File: src/utbd_pkg.sv
// utbd_pkg: shared types, constants and helper functions for the radix digit converter
// no dependencies
`default_nettype none

package utbd_pkg;

    // sizes of the value path and the digit store
    localparam int VALUE_BITS = 64;
    localparam int MAX_DIGITS = 64;
    localparam int STEP_BITS  = 4;
    localparam int DIV_STEPS  = (VALUE_BITS + STEP_BITS - 1) / STEP_BITS;
    localparam int QUO_W      = DIV_STEPS * STEP_BITS;
    localparam int STEP_W     = $clog2(DIV_STEPS);
    localparam int ADDR_W     = $clog2(MAX_DIGITS);
    localparam int CNT_W      = ADDR_W + 1;

    // field widths
    localparam int IN_W    = 64;
    localparam int RADIX_W = 6;
    localparam int REM_W   = RADIX_W;
    localparam int CHAR_W  = 7;
    localparam int OUT_W   = 8;

    // radix register limits
    localparam logic [RADIX_W-1:0] RADIX_RESET = 6'd10;
    localparam logic [RADIX_W-1:0] RADIX_MIN   = 6'd2;
    localparam logic [RADIX_W-1:0] RADIX_MAX   = 6'd36;

    // ascii mapping
    localparam logic [CHAR_W-1:0] ASCII_ZERO          = 7'd48;
    localparam logic [CHAR_W-1:0] ASCII_LETTER_OFFSET = 7'd55;
    localparam logic [REM_W-1:0]  FIRST_LETTER_DIGIT  = 6'd10;

    typedef enum logic [2:0] {
        ST_IDLE,
        ST_DIV,
        ST_WRITE,
        ST_READ,
        ST_EMIT
    } utbd_state_t;

    typedef struct packed {
        logic load;
        logic div_step;
        logic digit_write;
        logic rd_issue;
        logic out_load;
    } utbd_cmd_t;

    typedef struct packed {
        logic step_last;
        logic quo_zero;
        logic cnt_last;
        logic rd_last;
        logic out_free;
    } utbd_stat_t;

    function automatic logic [RADIX_W-1:0] clamp_radix(input logic [RADIX_W-1:0] r);
        logic [RADIX_W-1:0] res;
        res = r;
        if (r < RADIX_MIN) begin
            res = RADIX_MIN;
        end else if (r > RADIX_MAX) begin
            res = RADIX_MAX;
        end
        return res;
    endfunction

    function automatic logic [CHAR_W-1:0] digit_to_ascii(input logic [REM_W-1:0] d);
        logic [CHAR_W-1:0] res;
        if (d < FIRST_LETTER_DIGIT) begin
            res = ASCII_ZERO + CHAR_W'(d);
        end else begin
            res = ASCII_LETTER_OFFSET + CHAR_W'(d);
        end
        return res;
    endfunction

endpackage

`default_nettype wire

File: src/utbd_ctrl.sv
// utbd_ctrl: sequencing state machine for the radix digit converter
// depends on utbd_pkg
`default_nettype none

module utbd_ctrl
    import utbd_pkg::*;
(
    input  wire logic aclk,
    input  wire logic aresetn,
    input  wire logic s_tvalid,
    output logic      s_tready,
    input  wire utbd_stat_t stat,
    output utbd_cmd_t  cmd
);

    utbd_state_t state_reg;
    utbd_state_t state_next;

    always_ff @(posedge aclk) begin
        if (!aresetn) begin
            state_reg <= ST_IDLE;
        end else begin
            state_reg <= state_next;
        end
    end

    always_comb begin
        state_next = state_reg;
        case (state_reg)
            ST_IDLE: begin
                if (s_tvalid) begin
                    state_next = ST_DIV;
                end
            end
            ST_DIV: begin
                if (stat.step_last) begin
                    state_next = ST_WRITE;
                end
            end
            ST_WRITE: begin
                if (stat.quo_zero || stat.cnt_last) begin
                    state_next = ST_READ;
                end else begin
                    state_next = ST_DIV;
                end
            end
            ST_READ: begin
                state_next = ST_EMIT;
            end
            ST_EMIT: begin
                if (stat.out_free) begin
                    state_next = stat.rd_last ? ST_IDLE : ST_READ;
                end
            end
            default: begin
                state_next = ST_IDLE;
            end
        endcase
    end

    always_comb begin
        cmd      = '0;
        s_tready = 1'b0;
        case (state_reg)
            ST_IDLE: begin
                s_tready = 1'b1;
                cmd.load = s_tvalid;
            end
            ST_DIV: begin
                cmd.div_step = 1'b1;
            end
            ST_WRITE: begin
                cmd.digit_write = 1'b1;
            end
            ST_READ: begin
                cmd.rd_issue = 1'b1;
            end
            ST_EMIT: begin
                cmd.out_load = stat.out_free;
            end
            default: begin
                cmd = '0;
            end
        endcase
    end

endmodule

`default_nettype wire

File: src/utbd_dpath.sv
// utbd_dpath: radix register, digit-serial divider, digit store and output register
// depends on utbd_pkg
`default_nettype none

module utbd_dpath
    import utbd_pkg::*;
(
    input  wire logic              aclk,
    input  wire logic              aresetn,
    input  wire logic              cfg_we,
    input  wire logic [RADIX_W-1:0] cfg_wdata,
    input  wire logic [IN_W-1:0]   s_tdata,
    output logic                   m_tvalid,
    input  wire logic              m_tready,
    output logic [OUT_W-1:0]       m_tdata,
    output logic                   m_tlast,
    input  wire utbd_cmd_t         cmd,
    output utbd_stat_t             stat
);

    logic [RADIX_W-1:0] radix_reg;
    logic [QUO_W-1:0]   quo_reg;
    logic [QUO_W-1:0]   quo_next;
    logic [REM_W-1:0]   rem_reg;
    logic [REM_W-1:0]   rem_next;
    logic [STEP_W-1:0]  step_reg;
    logic [CNT_W-1:0]   cnt_reg;
    logic [CNT_W-1:0]   cnt_dec;
    logic [REM_W-1:0]   rd_data_reg;
    logic               rd_last_reg;
    logic               out_valid_reg;
    logic [CHAR_W-1:0]  out_char_reg;
    logic               out_last_reg;

    logic [REM_W-1:0] digit_mem [MAX_DIGITS];

    assign cnt_dec = cnt_reg - CNT_W'(1);

    // STEP_BITS restoring division steps per cycle
    always_comb begin
        logic [REM_W:0]   trial;
        logic [REM_W-1:0] rem_t;
        logic [QUO_W-1:0] quo_t;
        rem_t = rem_reg;
        quo_t = quo_reg;
        for (int i = 0; i < STEP_BITS; i++) begin
            trial = {rem_t, quo_t[QUO_W-1]};
            quo_t = {quo_t[QUO_W-2:0], 1'b0};
            if (trial >= {1'b0, radix_reg}) begin
                trial    = trial - {1'b0, radix_reg};
                quo_t[0] = 1'b1;
            end
            rem_t = trial[REM_W-1:0];
        end
        rem_next = rem_t;
        quo_next = quo_t;
    end

    always_ff @(posedge aclk) begin
        if (!aresetn) begin
            radix_reg <= RADIX_RESET;
            quo_reg   <= '0;
            rem_reg   <= '0;
            step_reg  <= '0;
            cnt_reg   <= '0;
        end else begin
            if (cfg_we) begin
                radix_reg <= clamp_radix(cfg_wdata);
            end
            if (cmd.load) begin
                quo_reg  <= QUO_W'(s_tdata[VALUE_BITS-1:0]);
                rem_reg  <= '0;
                step_reg <= '0;
                cnt_reg  <= '0;
            end else if (cmd.div_step) begin
                quo_reg  <= quo_next;
                rem_reg  <= rem_next;
                step_reg <= step_reg + STEP_W'(1);
            end else if (cmd.digit_write) begin
                rem_reg  <= '0;
                step_reg <= '0;
                cnt_reg  <= cnt_reg + CNT_W'(1);
            end else if (cmd.rd_issue) begin
                cnt_reg <= cnt_dec;
            end
        end
    end

    // digit store, one write and one registered read port
    always_ff @(posedge aclk) begin
        if (cmd.digit_write) begin
            digit_mem[cnt_reg[ADDR_W-1:0]] <= rem_reg;
        end
        if (cmd.rd_issue) begin
            rd_data_reg <= digit_mem[cnt_dec[ADDR_W-1:0]];
            rd_last_reg <= (cnt_reg == CNT_W'(1));
        end
    end

    always_ff @(posedge aclk) begin
        if (!aresetn) begin
            out_valid_reg <= 1'b0;
        end else if (cmd.out_load) begin
            out_valid_reg <= 1'b1;
        end else if (m_tready) begin
            out_valid_reg <= 1'b0;
        end
    end

    always_ff @(posedge aclk) begin
        if (cmd.out_load) begin
            out_char_reg <= digit_to_ascii(rd_data_reg);
            out_last_reg <= rd_last_reg;
        end
    end

    assign m_tvalid = out_valid_reg;
    assign m_tdata  = OUT_W'(out_char_reg);
    assign m_tlast  = out_last_reg;

    assign stat.step_last = (step_reg == STEP_W'(DIV_STEPS - 1));
    assign stat.quo_zero  = (quo_reg == '0);
    assign stat.cnt_last  = (cnt_reg == CNT_W'(MAX_DIGITS - 1));
    assign stat.rd_last   = rd_last_reg;
    assign stat.out_free  = !out_valid_reg || m_tready;

endmodule

`default_nettype wire

File: src/unsigned_to_base_digits_top.sv
// unsigned_to_base_digits_top: top level of the radix digit converter
// depends on utbd_pkg, utbd_ctrl and utbd_dpath
`default_nettype none

// Converts each unsigned 64-bit input word into its digits in the base held
// in the radix register (2 to 36, reset 10; 0 and 1 act as 2, 37 and up act
// as 36) and sends them as ASCII characters, most significant first, one per
// output word, with tlast on the final character. Zero gives a single '0'.
// One value is worked on at a time: the digits come from a shared divider
// that retires 4 quotient bits per cycle, and each digit is stored once its
// division is done; the characters are then read back from the 64-entry
// digit store, each loaded into the output register once the sink has taken
// the one before. s_tready is high only between values; the next value is
// taken while the last character still waits in the output register. The
// radix register may be written only while idle.

module unsigned_to_base_digits_top
    import utbd_pkg::*;
(
    input  wire logic               aclk,
    input  wire logic               aresetn,
    // radix register write
    input  wire logic               cfg_we,
    input  wire logic [RADIX_W-1:0] cfg_wdata,
    // input words
    input  wire logic               s_tvalid,
    output logic                    s_tready,
    input  wire logic [IN_W-1:0]    s_tdata,   // [63:0] value
    // output words
    output logic                    m_tvalid,
    input  wire logic               m_tready,
    output logic [OUT_W-1:0]        m_tdata,   // [6:0] digit_char, [7] zero
    output logic                    m_tlast    // last_digit
);

    utbd_cmd_t  cmd;
    utbd_stat_t stat;

    // sequencer: load, divide, store digit, then read back in reverse
    utbd_ctrl u_ctrl (
        .aclk     (aclk),
        .aresetn  (aresetn),
        .s_tvalid (s_tvalid),
        .s_tready (s_tready),
        .stat     (stat),
        .cmd      (cmd)
    );

    // divider, digit store and output register
    utbd_dpath u_dpath (
        .aclk      (aclk),
        .aresetn   (aresetn),
        .cfg_we    (cfg_we),
        .cfg_wdata (cfg_wdata),
        .s_tdata   (s_tdata),
        .m_tvalid  (m_tvalid),
        .m_tready  (m_tready),
        .m_tdata   (m_tdata),
        .m_tlast   (m_tlast),
        .cmd       (cmd),
        .stat      (stat)
    );

endmodule

`default_nettype wire

File: config.mk
export PLATFORM = sky130hd
export DESIGN_NAME = unsigned_to_base_digits_top
export DESIGN_NICKNAME = d
export VERILOG_FILES = /design/src/utbd_pkg.sv /design/src/utbd_ctrl.sv /design/src/utbd_dpath.sv /design/src/unsigned_to_base_digits_top.sv
export SDC_FILE = /design/constraint.sdc
export NUM_CORES = 1
export LEC_CHECK = 0
export BUFFER_PORTS_ARGS = -buffer_cell sky130_fd_sc_hd__buf_2
export CAP_MARGIN = 20
export CORE_MARGIN = 5
export CORE_UTILIZATION = 60
export CTS_BUF_LIST = sky130_fd_sc_hd__clkbuf_4 sky130_fd_sc_hd__clkbuf_8
export CTS_CLUSTER_DIAMETER = 50
export DETAILED_ROUTE_END_ITERATION = 6
export GPL_TIMING_DRIVEN = 0
export PLACE_DENSITY = 0.78
export SKIP_CTS_REPAIR_TIMING = 1
export SYNTH_ARGS = -nofsm -noshare
export SYNTH_HDL_FRONTEND = slang
export SYNTH_SLANG_ARGS = --single-unit
File: constraint.sdc
create_clock -name aclk -period 11 [get_ports aclk]
set_input_delay 2.2 -clock aclk [delete_from_list [all_inputs] [get_ports aclk]]
set_output_delay 2.2 -clock aclk [all_outputs]
set_load 0.05 [all_outputs]
## Word-level counts from Yosys, hierarchy flattened

Memory sizes are Yosys's and may differ from the RTL's. A register that Yosys moved wholly into a read port is not among the register bits.
Index checks and enable logic that the tools add are counted.

- Reductions and logical operators: 12
- Eq/ne operators: 10
- Order comparisons: 7
- Bitwise gates (word level): 2
- $add $sub $neg: 9
- Muxes and demuxes: 35

Operators by type and width:

| operator | number |
|---|---|
| $mux 64 | 2 |
| $logic_not 64->1 | 1 |
| $mux 6 | 8 |
| $ge 7x6->1 | 4 |
| $sub 6x6->6 | 4 |
| $mux 7 | 3 |
| $pmux 3 s5 | 1 |
| $add 6x6->7 const A | 2 |
| $mux 1 | 14 |
| $mux 3 | 3 |
| $mux 4 | 2 |
| $reduce_bool 2->1 | 4 |
| $add 7x1->7 const B | 1 |
| $eq 7x1->1 const B | 1 |
| $eq 7x6->1 const B | 1 |
| $sub 7x1->7 const B | 1 |
| $eq 3x2->1 const B | 2 |
| $gt 6x6->1 const B | 1 |
| $lt 6x2->1 const B | 1 |
| $lt 6x4->1 const B | 1 |
| $add 4x1->4 const B | 1 |
| $eq 4x4->1 const B | 1 |
| $mux 2 | 2 |
| $ne 2x2->1 const B | 2 |
| 10 further kinds | 12 |

- Logic and storage cells: 86
- Register bits: 100
- Memories kept: 1
- Memory bits (writable): 384
- Output and inout bits: 11

Memories:

| name | depth | width | read ports | clocked after Yosys merged registers in | write ports | line | text |
|---|---|---|---|---|---|---|---|
| u_dpath.digit_mem | 64 | 6 | 1 | 1 | 1 | utbd_dpath.sv:35 | `logic [REM_W-1:0] digit_mem [MAX_DIGITS];` |

## Depth between registers and ports, before layout

- Depth in word-level cells: 10
- Depth in mapped cells: 33
- Mapped depth without buffers: 31

## Cells and area by module

A second synthesis with hierarchy kept.

- Cells, all modules: 1376
- Area total of the unflattened synthesis: 21317.9 µm²

Modules (own cells, without submodules):

| module | area an instance (µm²) | cells each | instances | seq. area each (µm²) |
|---|---|---|---|---|
| utbd_dpath | 21082.7 | 1348 | 1 | 13743.2 |
| utbd_ctrl | 235.2 | 28 | 1 | 60.1 |

## Least setup slack after synthesis

No wires, ideal clock.

- Kind: flip-flop to flip-flop
- Start: reg u_dpath.rem_reg[3]
- End: reg u_dpath.rem_reg[2]
- Data arrival time: 7.651 ns
- Stages on the path, launching flop included: 28
- Slack: 3.227 ns
- Cells stage by stage: dfxtp_1 > ha_1 > buf_6 > a21o_1 > a211oi_4 > o21ai_2 > o21ai_0 > inv_1 > ha_1 > or2_2 > a2111oi_2 > nor3_1 > a2111oi_4 > buf_2 > mux2_2 > ha_1 > nand3_1 > nand2_1 > a41oi_1 > o211ai_1 > mux2_2 > a21oi_1 > ha_1 > a21oi_1 > o21ai_0 > a31oi_1 > nand2_1 > a221o_1

- Longest elaborated chain between the ends: 9

Ends and longest elaborated chain:

| what | line | text |
|---|---|---|
| from (decl) | utbd_dpath.sv:24 | `logic [REM_W-1:0] rem_reg;` |
| from (signal assigned) | utbd_dpath.sv:77 | `rem_reg <= rem_next;` |
| $sub 6x6->6 or $ge 7x6->1 (tied branches) | utbd_dpath.sv:50, utbd_dpath.sv:49 |  |
| $mux 6 * | utbd_dpath.sv:49 | `if (trial >= {1'b0, radix_reg}) begin` |
| $sub 6x6->6 or $ge 7x6->1 (tied branches) | utbd_dpath.sv:50, utbd_dpath.sv:49 |  |
| $mux 6 * | utbd_dpath.sv:49 |  |
| $ge 7x6->1 or $sub 6x6->6 (tied branches) | utbd_dpath.sv:49, utbd_dpath.sv:50 |  |
| $mux 6 * | utbd_dpath.sv:49 |  |
| $sub 6x6->6 or $ge 7x6->1 (tied branches) | utbd_dpath.sv:50, utbd_dpath.sv:49 |  |
| $mux 6 * | utbd_dpath.sv:49 |  |
| $mux 6 * | utbd_dpath.sv:75 | `end else if (cmd.div_step) begin` |

Mark *: on every way between the ends. The rest lies on a longest branch, timed or not.
A chain may end at the register's enable or synchronous reset.

## Final worst setup path

Same ends and word-level chain as after synthesis.

==> results by group <==
Setup path
  – Crit path max-delay family: compound AO/OA/AOI/OAI gates
  – Arrival @ worst endpoint: ~9 ns
  – Worst reg-to-reg path cell count: 30
  – WP buf/inv: 4
  – R2r startpoint: u_dpath.rem_reg[3]
  – Max FO, Critical Path: 46
  – Critical path's slowest cell: dfxtp_2
  – Critical path class: register to register
  – RR Endpoint: u_dpath.rem_reg[2]
  – Worst endpoint required time: 11.57 ns
  – Critical path's largest stage delay: 0.62 ns
  – Setup crit start kind: register
  – Crit path capture type: register
  – Register-to-register setup slack: between 2 and 2.5 ns
  – Most frequent CP cell: ha_1

Yosys
  – #FFs+latches synth: slightly below 500
  – Post-synth cell types: 66
  – Synth Instances: between 1,000 and 1,500
  – Top FF cell, synth: edfxtp_1
  – Syn Nets: about 1,500
  – Fraction of registers with async set/reset: 0
  – Synth warnings: 0
  – Syn_area_per_cell: between 15 and 20 µm²
  – EDFF count, synth: 399
  – Register area share after synthesis: 0.6548
  – Post-Syn Area: ~21,000 µm²

Clock network
  – H-tree depth: 3
  – Clock transition at path regs: ~0.06 ns
  – CTS root buf: clkbuf_8
  – CTS sink count: 490
  – CTS max path bufs: 3
  – CTS buffer count: 76
  – CTS tree: built
  – Worst-Skew Late Latency: roughly 0.62 ns

Flow run
  – Max_cap viols: 0

Global route
  – Total track usage: 0.2436
  – Grt ovf: 0
  – Pin count of the biggest net entering global routing: 57
  – Vias in the first global route: 12,750
  – First-pass GRT wire length: ~72,000 µm
  – Initial antenna violation count: 2

Timing
  – Clock skew: 0.03012 ns
  – Least-Margin Pin Slew: 1.081 ns
  – Fin Setup TNS: 0 ns
  – RSZ-0062 raised after global routing: false
  – Period utilization: 0.7761
  – Slew HR: 0.2791
  – Max Slew Vio Count: 0
  – Final hold violation count: 0
  – Final setup vio count: 0
  – Fin crit period: 8.537 ns
  – Fmax: approximately 0.12 GHz

Floorplanning
  – Initial Util: 0.6088
  – Die area: just under 40,000 µm²
  – Site Rows: 68
  – Die width: approximately 200 µm
  – I/O pins: 86
  – Core Area: 34,630 µm²
  – Die Y: 197.4 µm

Detailed routing
  – Starting DRT DRC Count: about 1,300
  – Number of routed nets with antenna violations: 0
  – WL/cell: 23.18 µm
  – Router iterations before antenna repair: 6
  – Routed via count: ~13,000
  – Via density: ~6.3
  – Post-route DRC violation count: 0
  – Final wirelength: 47,100 µm

Cells and area
  – Layout Nets: 1,633
  – Max reg flops: ~380
  – Core Util, Final: 0.6847
  – Area growth from synthesis to layout: 12.48%
  – Layout cells sized above 1: 0.2303

Placement
  – IO Port Bufs: 84
  – GP Congestion: 0.8718
  – Hpwl dp: approximately 32,000 µm

Power
  – Leakage: between 7 and 8 nW
  – VDD IR max: ~0.25 mV
  – Power Dens Cells: between 150 and 200 nW/µm²

Min path
  – Hold path start: u_dpath.step_reg[3]
  – Worst Hold Endpoint: u_dpath.step_reg[3]
  – Hold path depth: 1
  – Hold crit path type: register to register

Status
  – Outcome: finished, final reports clean
==> stage by stage <==
stage	cells	total power [mW]	worst slack, ns	cell area (µm²)	hold WS (ns)
floorplan	1352	2.958	3.227	21080	0.4264
global placement	1891	3.167	1.431	22070	0.4572
detailed placement	1898	3.212	2.505	22220	0.4528
CTS	2029	4.657	2.489	23690	0.4735
global route	2031	4.883	1.722	23710	0.5063
finish	2032	4.640	2.463	23710	0.4775
==> synthesized netlist by cell type, types with 7 or more instances <==
cell type    n  share of area
o211ai_1    10         0.0036
xor2_1       7         0.0029
mux4_2     126           0.13
buf_1       14         0.0025
nor2_1     100          0.018
a211oi_1     8         0.0028
nand3_1     19         0.0045
nor3_1       9         0.0021
clkbuf_1    55         0.0098
nor2b_1     14         0.0042
nand2b_1     7         0.0021
a22oi_1     65          0.023
o21ai_0     29         0.0069
ha_1        31          0.018
a21boi_0    65          0.023
inv_1       32         0.0057
xnor2_1     15         0.0062
a21oi_1     24         0.0057
nand2_1    106          0.019
mux2i_1     12         0.0057
nor4_1      16         0.0047
edfxtp_1   399           0.57
dfxtp_1     91          0.086
==> layout by cell type, fill, tap and decap left out, types with 19 or more instances in the layout <==
master      n
clkbuf_8   87
nor2_1    100
mux4_2    126
o21ai_0    29
nand2_1   106
a22oi_1    65
edfxtp_1  399
nand3_1    19
ha_1       31
clkbuf_1   55
dfxtp_1    85
inv_1      32
buf_2      87
a21boi_0   65
a21oi_1    24
==> cells by family after synthesis <==
logic type | share of synthesized area
buffers and inverters | 0.01959
xor gates and xnor gates | 0.009140
DFF | 0.6548
muxes | 0.1424
and+or+nand+nor | 0.06742
adders and majority gates | 0.02220
other | 0.0001779
AOI/OAI and AO/OA | 0.08428
==> where the power goes <==
part | internal (mW) | leakage [nW] | switching [mW] | total [mW]
combinational | 0.446 | 2.59 | 0.632 | 1.08
clock | 0.782 | 0.765 | 0.676 | 1.46
sequential | 2.06 | 4.45 | 0.0411 | 2.10
total | 3.29 | 7.80 | 1.35 | 4.64
==> area by class of cell <==
type / instances / area, µm²
buffer: 74 / 292.8
timing repair buffer: 93 / 585.6
inverter: 32 / 120.1
antenna: 1 / 2.502
multi-input combinational: 756 / 6865
clock inverter: 26 / 132.6
sequential: 490 / 13810
fill: 2179 / 10920
tap: 455 / 569.3
clock buffer: 105 / 1333
==> routing by layer <==
layer	vias up	track usage	part of all wire
li1	5684	-	-
met4	2	0.08654	0.036
met2	648	0.3880	0.48
met5	-	0	0.00015
met3	123	0.05526	0.088
met1	6316	0.3369	0.39
==> worst register-to-register path: cells and delay by family, from the launching register on <==
family,cells,cell delay (ns)
compound gates,14,4.19
buf+inv,4,0.92
mux,2,0.78
simple gates,6,0.84
flops,1,0.62
fa+ha+maj,4,1.17
==> worst max-delay path by stage <==
stage                        from                  to  slack (ns)  cells after the start
6_report       u_dpath.rem_reg[3]  u_dpath.rem_reg[2]        2.46                     30
5_1_grt        u_dpath.rem_reg[3]  u_dpath.rem_reg[2]        1.72                     31
4_1_cts        u_dpath.rem_reg[3]  u_dpath.rem_reg[2]        2.49                     30
3_5_place_dp   u_dpath.rem_reg[3]  u_dpath.rem_reg[2]        2.50                     30
3_3_place_gp   u_dpath.rem_reg[3]  u_dpath.rem_reg[2]        1.43                     29
2_1_floorplan  u_dpath.rem_reg[3]  u_dpath.rem_reg[2]        3.23                     27
No activity file was read; power rests on OpenSTA's default activity.
